## src/hdl/pntp_pkg.sv

```systemverilog
`timescale 1ns / 1ps

package pntp_pkg;

	// One input beat.
	typedef struct packed {
		logic       req_type;
		logic [7:0] node_id;
		logic [6:0] child_count;
		logic       awake_msg;
		logic       from_neighbor;
	} in_item_t;

	// One result beat.
	typedef struct packed {
		logic [2:0] status;
		logic       send_wait;
		logic       node_muted;
	} out_item_t;

	localparam logic [2:0] ST_ADDED     = 3'd0;
	localparam logic [2:0] ST_OK        = 3'd1;
	localparam logic [2:0] ST_WARNED    = 3'd2;
	localparam logic [2:0] ST_PENALIZED = 3'd3;
	localparam logic [2:0] ST_UNTRACKED = 3'd4;
	localparam logic [2:0] ST_CLEARED   = 3'd5;

	localparam int CNT_W  = 9;
	localparam int WARN_W = 5;
	localparam int POLY_W = 25;

	localparam logic [CNT_W-1:0]  CNT_MAX  = 9'd511;
	localparam logic [WARN_W-1:0] WARN_MAX = 5'd31;
	localparam logic [3:0]        LIMIT_RESET = 4'd3;

	// Threshold polynomial, every coefficient scaled by 10000.
	localparam logic [POLY_W-1:0] K0    = 25'd2950;
	localparam logic [POLY_W-1:0] K1    = 25'd29400;
	localparam logic [POLY_W-1:0] K2    = 25'd560;
	localparam logic [POLY_W-1:0] K3    = 25'd6;
	localparam logic [POLY_W-1:0] SCALE = 25'd10000;

	// Per-slot counters and mute flag, kept in one memory word.
	typedef struct packed {
		logic [CNT_W-1:0]  cnt;
		logic [WARN_W-1:0] warn;
		logic              mute;
	} entry_t;

	typedef enum logic [2:0] {
		OP_NONE,
		OP_TICK,
		OP_ZERO,
		OP_UPDATE,
		OP_INSERT
	} dp_op_t;

	typedef enum logic [2:0] {
		S_IDLE,
		S_DECIDE,
		S_SCAN,
		S_EVAL,
		S_UPDATE,
		S_NOTFOUND,
		S_FINISH
	} ctrl_state_t;

	typedef struct packed {
		logic   accept;
		logic   scan;
		logic   capture;
		logic   eval;
		logic   load_out;
		dp_op_t op;
	} ctrl_cmd_t;

	typedef struct packed {
		logic is_tick;
		logic id_zero;
		logic table_empty;
		logic hit;
		logic scan_miss;
	} dp_status_t;

endpackage

```

## src/hdl/pntp_ctrl.sv

```systemverilog
`timescale 1ns / 1ps

module pntp_ctrl (
	input  logic                clk,
	input  logic                arst_n,
	input  logic                in_valid,
	output logic                in_stall,
	output logic                out_valid,
	input  logic                out_stall,
	input  pntp_pkg::dp_status_t st,
	output pntp_pkg::ctrl_cmd_t  cmd
);

	pntp_pkg::ctrl_state_t state_q, state_d;
	logic                  out_valid_q;

	always_ff @(posedge clk or negedge arst_n) begin
		if (!arst_n) begin
			state_q     <= pntp_pkg::S_IDLE;
			out_valid_q <= 1'b0;
		end else begin
			state_q <= state_d;
			if (cmd.load_out) begin
				out_valid_q <= 1'b1;
			end else if (!out_stall) begin
				out_valid_q <= 1'b0;
			end
		end
	end

	always_comb begin
		state_d = state_q;
		cmd     = '0;
		cmd.op  = pntp_pkg::OP_NONE;
		unique case (state_q)
			pntp_pkg::S_IDLE: begin
				if (in_valid) begin
					cmd.accept = 1'b1;
					state_d    = pntp_pkg::S_DECIDE;
				end
			end
			pntp_pkg::S_DECIDE: begin
				if (st.is_tick) begin
					cmd.op  = pntp_pkg::OP_TICK;
					state_d = pntp_pkg::S_FINISH;
				end else if (st.id_zero) begin
					cmd.op  = pntp_pkg::OP_ZERO;
					state_d = pntp_pkg::S_FINISH;
				end else if (st.table_empty) begin
					state_d = pntp_pkg::S_NOTFOUND;
				end else begin
					state_d = pntp_pkg::S_SCAN;
				end
			end
			pntp_pkg::S_SCAN: begin
				cmd.scan = 1'b1;
				if (st.hit) begin
					cmd.capture = 1'b1;
					state_d     = pntp_pkg::S_EVAL;
				end else if (st.scan_miss) begin
					state_d = pntp_pkg::S_NOTFOUND;
				end
			end
			pntp_pkg::S_EVAL: begin
				cmd.eval = 1'b1;
				state_d  = pntp_pkg::S_UPDATE;
			end
			pntp_pkg::S_UPDATE: begin
				cmd.op  = pntp_pkg::OP_UPDATE;
				state_d = pntp_pkg::S_FINISH;
			end
			pntp_pkg::S_NOTFOUND: begin
				cmd.op  = pntp_pkg::OP_INSERT;
				state_d = pntp_pkg::S_FINISH;
			end
			pntp_pkg::S_FINISH: begin
				if (!out_valid_q || !out_stall) begin
					cmd.load_out = 1'b1;
					state_d      = pntp_pkg::S_IDLE;
				end
			end
			default: begin
				state_d = pntp_pkg::S_IDLE;
			end
		endcase
	end

	assign in_stall  = (state_q != pntp_pkg::S_IDLE);
	assign out_valid = out_valid_q;

endmodule

```

## src/hdl/pntp_dp.sv

```systemverilog
`timescale 1ns / 1ps

module pntp_dp #(
	parameter int TABLE_ENTRIES = 32
) (
	input  logic                 clk,
	input  logic                 arst_n,
	input  pntp_pkg::in_item_t   in_data,
	input  logic                 cfg_we,
	input  logic [3:0]           cfg_data,
	input  pntp_pkg::ctrl_cmd_t  cmd,
	output pntp_pkg::dp_status_t st,
	output pntp_pkg::out_item_t  out_data
);

	localparam int IW = (TABLE_ENTRIES > 1) ? $clog2(TABLE_ENTRIES) : 1;
	localparam int CW = $clog2(TABLE_ENTRIES + 1);
	localparam logic [CW-1:0] FULL = CW'(TABLE_ENTRIES);

	// Slot memories. Slots at or above the fill count are free and their reads are never used.
	logic [7:0]       id_mem  [TABLE_ENTRIES];
	pntp_pkg::entry_t ent_mem [TABLE_ENTRIES];

	pntp_pkg::in_item_t  req_q;
	pntp_pkg::out_item_t res_q, res_d, out_q;
	logic [3:0]          limit_q;
	logic [CW-1:0]       fill_q;
	logic [CW-1:0]       addr_q;
	logic [TABLE_ENTRIES-1:0] cnt_vld_q;

	logic             rd_vld_s1;
	logic [CW-1:0]    rd_idx_s1;
	logic [7:0]       id_rd_s1;
	pntp_pkg::entry_t ent_rd_s1;

	logic [IW-1:0]              slot_q;
	logic [pntp_pkg::CNT_W-1:0]  cnt_inc_q;
	logic [pntp_pkg::CNT_W-1:0]  cnt_old_q;
	logic [pntp_pkg::WARN_W-1:0] warn_q;
	logic                       mute_q;

	logic [7:0]                  x;
	logic [7:0]                  x_s1;
	logic [15:0]                 x2_s1;
	logic [pntp_pkg::POLY_W-1:0] a_s1, a_s2, b_s2, lhs_s3, rhs_s3;
	logic [23:0]                 x3_s2;

	logic                        rd_cnt_vld;
	logic [pntp_pkg::CNT_W-1:0]  rd_cnt;
	logic                        can_add, ins_ok, ent_we;
	logic [IW-1:0]               wr_idx;
	pntp_pkg::entry_t            ent_wd, upd_ent;
	pntp_pkg::out_item_t         upd_res;
	logic                        mute_a, over_thr, penal;
	logic [pntp_pkg::WARN_W-1:0] warn_inc;

	assign x = {1'b0, req_q.child_count} + 8'd1;

	always_ff @(posedge clk or negedge arst_n) begin
		if (!arst_n) begin
			limit_q   <= pntp_pkg::LIMIT_RESET;
			fill_q    <= '0;
			addr_q    <= '0;
			cnt_vld_q <= '0;
			rd_vld_s1 <= 1'b0;
		end else begin
			if (cfg_we) begin
				limit_q <= cfg_data;
			end
			if (cmd.accept) begin
				addr_q    <= '0;
				rd_vld_s1 <= 1'b0;
			end else if (cmd.scan) begin
				rd_vld_s1 <= (addr_q < fill_q);
				if (addr_q < fill_q) begin
					addr_q <= addr_q + CW'(1);
				end
			end
			if (cmd.op == pntp_pkg::OP_TICK) begin
				cnt_vld_q <= '0;
			end else if (ins_ok) begin
				cnt_vld_q[fill_q[IW-1:0]] <= 1'b1;
			end else if (cmd.op == pntp_pkg::OP_UPDATE) begin
				cnt_vld_q[slot_q] <= 1'b1;
			end
			if (ins_ok) begin
				fill_q <= fill_q + CW'(1);
			end
		end
	end

	// Memory ports: one read at the scan address, one write.
	always_ff @(posedge clk) begin
		if (cmd.scan) begin
			id_rd_s1  <= id_mem[addr_q[IW-1:0]];
			ent_rd_s1 <= ent_mem[addr_q[IW-1:0]];
			rd_idx_s1 <= addr_q;
		end
		if (ins_ok) begin
			id_mem[wr_idx] <= req_q.node_id;
		end
		if (ent_we) begin
			ent_mem[wr_idx] <= ent_wd;
		end
	end

	assign rd_cnt_vld = cnt_vld_q[rd_idx_s1[IW-1:0]];
	assign rd_cnt     = rd_cnt_vld ? ent_rd_s1.cnt : '0;

	always_ff @(posedge clk) begin
		if (cmd.accept) begin
			req_q <= in_data;
		end
		if (cmd.capture) begin
			slot_q    <= rd_idx_s1[IW-1:0];
			cnt_inc_q <= (rd_cnt == pntp_pkg::CNT_MAX) ? rd_cnt :
				rd_cnt + pntp_pkg::CNT_W'(1);
			cnt_old_q <= rd_cnt;
			warn_q    <= rd_cnt_vld ? ent_rd_s1.warn : '0;
			mute_q    <= ent_rd_s1.mute;
		end
		// Threshold polynomial, one multiplier level per stage.
		x_s1   <= x;
		x2_s1  <= 16'(x) * 16'(x);
		a_s1   <= pntp_pkg::K1 * pntp_pkg::POLY_W'(x);
		x3_s2  <= 24'(x2_s1) * 24'(x_s1);
		b_s2   <= pntp_pkg::K2 * pntp_pkg::POLY_W'(x2_s1);
		a_s2   <= a_s1;
		if (cmd.eval) begin
			rhs_s3 <= pntp_pkg::K0 + a_s2 + pntp_pkg::K3 * pntp_pkg::POLY_W'(x3_s2);
			lhs_s3 <= pntp_pkg::POLY_W'(cnt_inc_q) * pntp_pkg::SCALE + b_s2;
		end
		if (cmd.op != pntp_pkg::OP_NONE) begin
			res_q <= res_d;
		end
		if (cmd.load_out) begin
			out_q <= res_q;
		end
	end

	// Update of a listed node.
	always_comb begin
		mute_a   = mute_q & ~req_q.awake_msg;
		over_thr = lhs_s3 > rhs_s3;
		warn_inc = (warn_q == pntp_pkg::WARN_MAX) ? warn_q :
			warn_q + pntp_pkg::WARN_W'(1);
		penal    = warn_inc > {1'b0, limit_q};
		upd_ent.cnt  = cnt_inc_q;
		upd_ent.warn = warn_q;
		upd_ent.mute = mute_a;
		upd_res.status     = pntp_pkg::ST_OK;
		upd_res.send_wait  = 1'b0;
		if (!req_q.from_neighbor) begin
			// Counters are written back as read; only the awake flag acts.
			upd_ent.cnt    = cnt_old_q;
			upd_res.status = pntp_pkg::ST_UNTRACKED;
		end else if (over_thr) begin
			upd_ent.cnt = '0;
			if (penal) begin
				upd_ent.warn      = '0;
				upd_ent.mute      = 1'b1;
				upd_res.status    = pntp_pkg::ST_PENALIZED;
				upd_res.send_wait = 1'b1;
			end else begin
				upd_ent.warn   = warn_inc;
				upd_res.status = pntp_pkg::ST_WARNED;
			end
		end
		upd_res.node_muted = upd_ent.mute;
	end

	assign can_add = req_q.from_neighbor && (fill_q != FULL);
	assign ins_ok  = (cmd.op == pntp_pkg::OP_INSERT) && can_add;
	assign ent_we  = ins_ok || (cmd.op == pntp_pkg::OP_UPDATE);
	assign wr_idx  = ins_ok ? fill_q[IW-1:0] : slot_q;
	assign ent_wd  = ins_ok ?
		pntp_pkg::entry_t'{cnt: pntp_pkg::CNT_W'(1), warn: '0, mute: 1'b0} : upd_ent;

	always_comb begin
		res_d = '{status: pntp_pkg::ST_UNTRACKED, send_wait: 1'b0, node_muted: 1'b0};
		unique case (cmd.op)
			pntp_pkg::OP_TICK:   res_d.status = pntp_pkg::ST_CLEARED;
			pntp_pkg::OP_ZERO:   res_d.status = pntp_pkg::ST_UNTRACKED;
			pntp_pkg::OP_UPDATE: res_d = upd_res;
			pntp_pkg::OP_INSERT: begin
				if (can_add) begin
					res_d.status = pntp_pkg::ST_ADDED;
				end
			end
			default: res_d.status = pntp_pkg::ST_UNTRACKED;
		endcase
	end

	always_comb begin
		st.is_tick     = req_q.req_type;
		st.id_zero     = (req_q.node_id == 8'd0);
		st.table_empty = (fill_q == '0);
		st.hit         = rd_vld_s1 && (id_rd_s1 == req_q.node_id);
		st.scan_miss   = rd_vld_s1 && (id_rd_s1 != req_q.node_id) &&
			(rd_idx_s1 == fill_q - CW'(1));
	end

	assign out_data = out_q;

endmodule

```

## src/hdl/per_node_traffic_policer.sv

```systemverilog
`timescale 1ns / 1ps

// Channel   Direction  Handshake             Beat
// in        input      in_valid / in_stall   one request (report or period tick)
// out       output     out_valid / out_stall one result (status, wait, mute)
// cfg       input      cfg_valid / cfg_ready warning_limit, 4 bits
//
// A listed node's report goes through decode, a scan up to its slot, evaluation and
// write-back; an unlisted node is scanned over the fill count (not on an empty table)
// and goes to the insert step, and period ticks and node id zero go from decode to the result.
// A stalled result holds the next one back only once that one is ready to leave.
// Reset clears the fill count, the per-slot counter valid bits and the controller;
// the slot memories need no clearing pass.
module per_node_traffic_policer #(
	parameter int TABLE_ENTRIES = 32
) (
	input  logic                clk,
	input  logic                arst_n,
	input  logic                in_valid,
	output logic                in_stall,
	input  pntp_pkg::in_item_t  in_data,
	output logic                out_valid,
	input  logic                out_stall,
	output pntp_pkg::out_item_t out_data,
	input  logic                cfg_valid,
	output logic                cfg_ready,
	input  logic [3:0]          cfg_data
);

	pntp_pkg::ctrl_cmd_t  cmd;
	pntp_pkg::dp_status_t st;

	// The limit register is always ready; write it only while idle (unenforced).
	assign cfg_ready = 1'b1;

	// The controller sequences decode, scan, threshold evaluation and
	// write-back, and owns both handshakes.
	pntp_ctrl u_ctrl (
		.clk       (clk),
		.arst_n    (arst_n),
		.in_valid  (in_valid),
		.in_stall  (in_stall),
		.out_valid (out_valid),
		.out_stall (out_stall),
		.st        (st),
		.cmd       (cmd)
	);

	// The datapath holds the slot memories, the counter valid bits, the
	// threshold polynomial pipeline and the result registers.
	pntp_dp #(
		.TABLE_ENTRIES (TABLE_ENTRIES)
	) u_dp (
		.clk      (clk),
		.arst_n   (arst_n),
		.in_data  (in_data),
		.cfg_we   (cfg_valid && cfg_ready),
		.cfg_data (cfg_data),
		.cmd      (cmd),
		.st       (st),
		.out_data (out_data)
	);

endmodule

```

## config.mk

```make
export PLATFORM = sky130hd
export DESIGN_NAME = per_node_traffic_policer
export DESIGN_NICKNAME = d
export VERILOG_FILES = /design/src/hdl/pntp_pkg.sv /design/src/hdl/pntp_ctrl.sv /design/src/hdl/pntp_dp.sv /design/src/hdl/per_node_traffic_policer.sv
export SDC_FILE = /design/constraint.sdc
export NUM_CORES = 2
export LEC_CHECK = 0
export CAP_MARGIN = 20
export CORE_ASPECT_RATIO = 1.5
export CORE_MARGIN = 3
export CORE_UTILIZATION = 29
export DETAILED_ROUTE_END_ITERATION = 6
export DONT_BUFFER_PORTS = 1
export PLACE_DENSITY_LB_ADDON = 0.08
export SYNTH_ARGS = -nofsm -noshare
export SYNTH_HDL_FRONTEND = slang
export SYNTH_SLANG_ARGS = --single-unit
```

## constraint.sdc

```tcl
create_clock -name clk -period 7.9 [get_ports clk]
set_input_delay 0.395 -clock clk [delete_from_list [all_inputs] [get_ports clk]]
set_output_delay 0.395 -clock clk [all_outputs]
set_load 0.05 [all_outputs]
```

==> summary.txt <==
Run status
  – Status: finished clean

Finish
  – Commonest non-fill, non-tap cell in the layout: edfxtp_1
  – Post-route cell area: 58600 sq um
  – Share of post-route cells with drive strength above 1: 14.9%
  – # nets final: 4103
  – Most frequent cells in the layout: edfxtp_1 (867), inv_1 (356), ha_1 (320)
  – Area delta synth->final: 13.5%
  – Post-Layout Cell Count: 5970

Setup path
  – Worst EP required: 8530 ps
  – Reg2reg path depth: 20
  – Worst-path cell chain: ha_1 -> nand3_1 -> nor2_1 -> xor2_1 -> buf_4 -> ha_1 -> inv_1 -> fa_1 -> fa_1 -> fa_1 -> inv_1 -> ha_1 -> or2_2 -> o31a_1 -> o311ai_0 -> nand2_1 -> o41a_1 -> a211o_1 -> a21oi_1 -> xnor2_1
  – Max Fanout on Critical Path: 9
  – Critical Path AT: 6490 ps
  – Crit path largest cell delay: 580 ps
  – CP startpoint kind: flop
  – Critical path type: reg2reg
  – Slowest CP cell: edfxtp_1
  – Critical Path Sink Type: flop

Timing
  – Final Slew Violations: 0
  – RSZ-0062 raised after global routing: no
  – FMAX: 0.171 GHz
  – Tmin final: 5860 ps
  – Final hold vios: 0
  – Worst Tran Pin Value: 1070 ps
  – Setup TNS: 0 ps
  – Rel. slew slack: 28.4%
  – Final worst-path cycle share: 74.1%
  – Skew final: 41.4 ps
  – Final setup fails: 0
  – Min Hold Slack: 303 ps

Global routing
  – Initial antenna violation count: 4
  – Number of global-route vias before repair: 30.7k
  – Gr usage total: 15.9%
  – Remaining Overflow, GRT: 0
  – First-pass GRT wire length: 212000 um
  – Largest net degree at the start of global routing: 94

Synth
  – Cell variety after synth: 78
  – Post-synth EDFFs: 867
  – Synth area leaders: edfxtp_1 (50%), mux4_2 (10%), ha_1 (7.8%), fa_1 (6.2%), dfxtp_1 (4.0%)
  – Synth area leader: edfxtp_1
  – Ys flop type: edfxtp_1
  – Part of the Yosys area used for sequential elements: 57.0%
  – Syn Area/Cell: 14.8 sq um
  – Synthesis-stage register bit count: 1023
  – FFs w/ async S/R, synth: 5.18%
  – Post-Synthesis Cells: 3485
  – Mapped Area: 51600 sq um
  – Ys Warns: 0
  – Share of the synthesized area in the top cell type: 50.5%

CTS
  – Clk Latency, worst-skew pair: 720 ps
  – Clock sinks: 1023
  – CTS root buf: clkbuf_16
  – H-Tree Depth: 3
  – CTS buffer count: 104
  – TritonCTS clock tree: yes
  – Clock slew seen by the registers of the worst setup and hold paths: 60 ps
  – Clk buf depth: 3

Floorplan
  – Top Ports: 35
  – Die ar.: 183000 sq um
  – Core Area: 177000 sq um
  – # rows: 189
  – Starting Density: 29.2%
  – Die X: 350 um
  – Die Ht: 523 um

Placed design
  – Placed insts: 5753
  – PortBufs: 0
  – Dpl hpwl: 98100 um
  – Final GP Congestion: 0.774
  – Post-DP Area: 54900 sq um

Drt
  – Antenna-violating nets left: 0
  – DR WL/cell: 24.0 um
  – Via Count: 28.0k
  – Iteration-0 DRC Markers: 1403
  – Via density per instance: 4.68
  – DR pass1 iterations: 7
  – DRC: 0
  – Routed WL: 143000 um

Worst hold path
  – Hold Path Depth: 1
  – Hold Crit Class: in2reg

Run
  – Max-cap violation count: 0
[worst max-delay path, delay by kind of cell, from the launching register on]
kind / cells / cell delay, ps
compound gates: 5 / 1080
xor+xnor: 2 / 660
fa+ha+maj: 6 / 2310
buf+inv: 3 / 420
flops: 1 / 580
simple gates: 4 / 720
[metal layers]
metal  vias up  share of wire, %  GRT usage, %
met1     14400                38          17.7
met2       346                56          30.7
li1      13000                 -             -
met3       179               2.5          1.84
met5         -             0.031             0
met4         6               3.4          5.63
[worst paths after layout]
path,to,from,slack [ps]
worst max-delay path,u_dp.a_s1[21],u_dp.req_q[2],2040
worst max register to register,u_dp.a_s1[21],u_dp.req_q[2],2040
worst min register to register,u_dp.a_s2[20],u_dp.a_s1[20],330
min in group asynchronous,u_dp.addr_q[1],arst_n,310
worst min-delay path,u_dp.req_q[10],in_data[10],300
max in group asynchronous,u_dp.limit_q[0],arst_n,7220
[timing repair]
item                      in CTS  in global routing
hold buffers                  27                  0
resized for setup              0                  0
buffers inserted               0                  0
hold endpoints to repair      83                  0
[cell type report]
type / instances / area [sq um]
fill: 17300 / 118000
sequential: 1023 / 29400
multi-input combinational: 2013 / 20700
tap: 2292 / 2870
clock buffer: 141 / 2860
inverter: 356 / 1340
timing repair buffer: 98 / 921
clock inverter: 46 / 437
antenna: 1 / 2.50
[cell families (layout without fill, tap and decap cells)]
| logic type | Yosys count | in the layout | synth area share [%] |
|---|---|---|---|
| AO/OA/AOI/OAI | 397 | 397 | 5.15 |
| XOR/XNOR | 188 | 188 | 3.19 |
| adder cells (fa/ha/maj) | 480 | 480 | 14.0 |
| buffers and inverters | 461 | 641 | 3.39 |
| flip-flops | 1023 | 1023 | 57.0 |
| multiplexers | 273 | 273 | 11.2 |
| other | 2 | 15 | 0.0146 |
| AND/OR/NAND/NOR | 661 | 661 | 6.03 |
[through the flow]
| stage | setup WS, ps | utilization [%] |
|---|---|---|
| CTS | 1960 | 33.1 |
| floorplan | 2510 | - |
| detailed placement | 1980 | 31.1 |
| finish | 2040 | 33.1 |
| global route | 1640 | 33.1 |
| global placement | 2090 | 31.0 |
[state kept, by name, summed over array words and instances (netlist names), 8 cells and up]
signal and cells:
u_dp.rhs_s3 24, u_dp.a_s2 19, u_dp.id_mem 256, u_dp.a_s1 19, u_dp.x_s1 8, u_dp.req_q 17
u_dp.lhs_s3 21, u_dp.x3_s2 24, u_dp.cnt_old_q 9, u_dp.ent_mem 480, u_dp.x2_s1 14, u_dp.id_rd_s1 8
u_dp.cnt_vld_q 32, u_dp.ent_rd_s1 15, u_dp.cnt_inc_q 9, u_dp.b_s2 19
[synthesized netlist by cell type (6+ instances only)]
master    count
a211o_1       9
a211oi_1      8
a21o_1       47
a21oi_1     117
a221oi_1     23
a22o_1        9
a31oi_1      14
and2_1       74
and3_1       26
buf_1        13
buf_2        10
clkbuf_1     80
dfrtp_1      51
dfxtp_1     103
edfxtp_1    867
fa_1        160
ha_1        320
inv_1       356
mux2_2       25
mux2i_1       6
mux4_2      238
nand2_1     173
nand2b_1     13
nand3_1      43
nand4_1      17
nor2_1      216
nor2b_1      30
nor3_1       31
o211ai_1      9
o21a_1       21
o21ai_0      59
o21bai_1     17
o31ai_1       8
or2_2         7
or3_1         8
xnor2_1     140
xor2_1       48
Power is left out: the tool's default activity adds up to more than one toggle a clock period on the data nets, which glitch-free logic cannot reach.
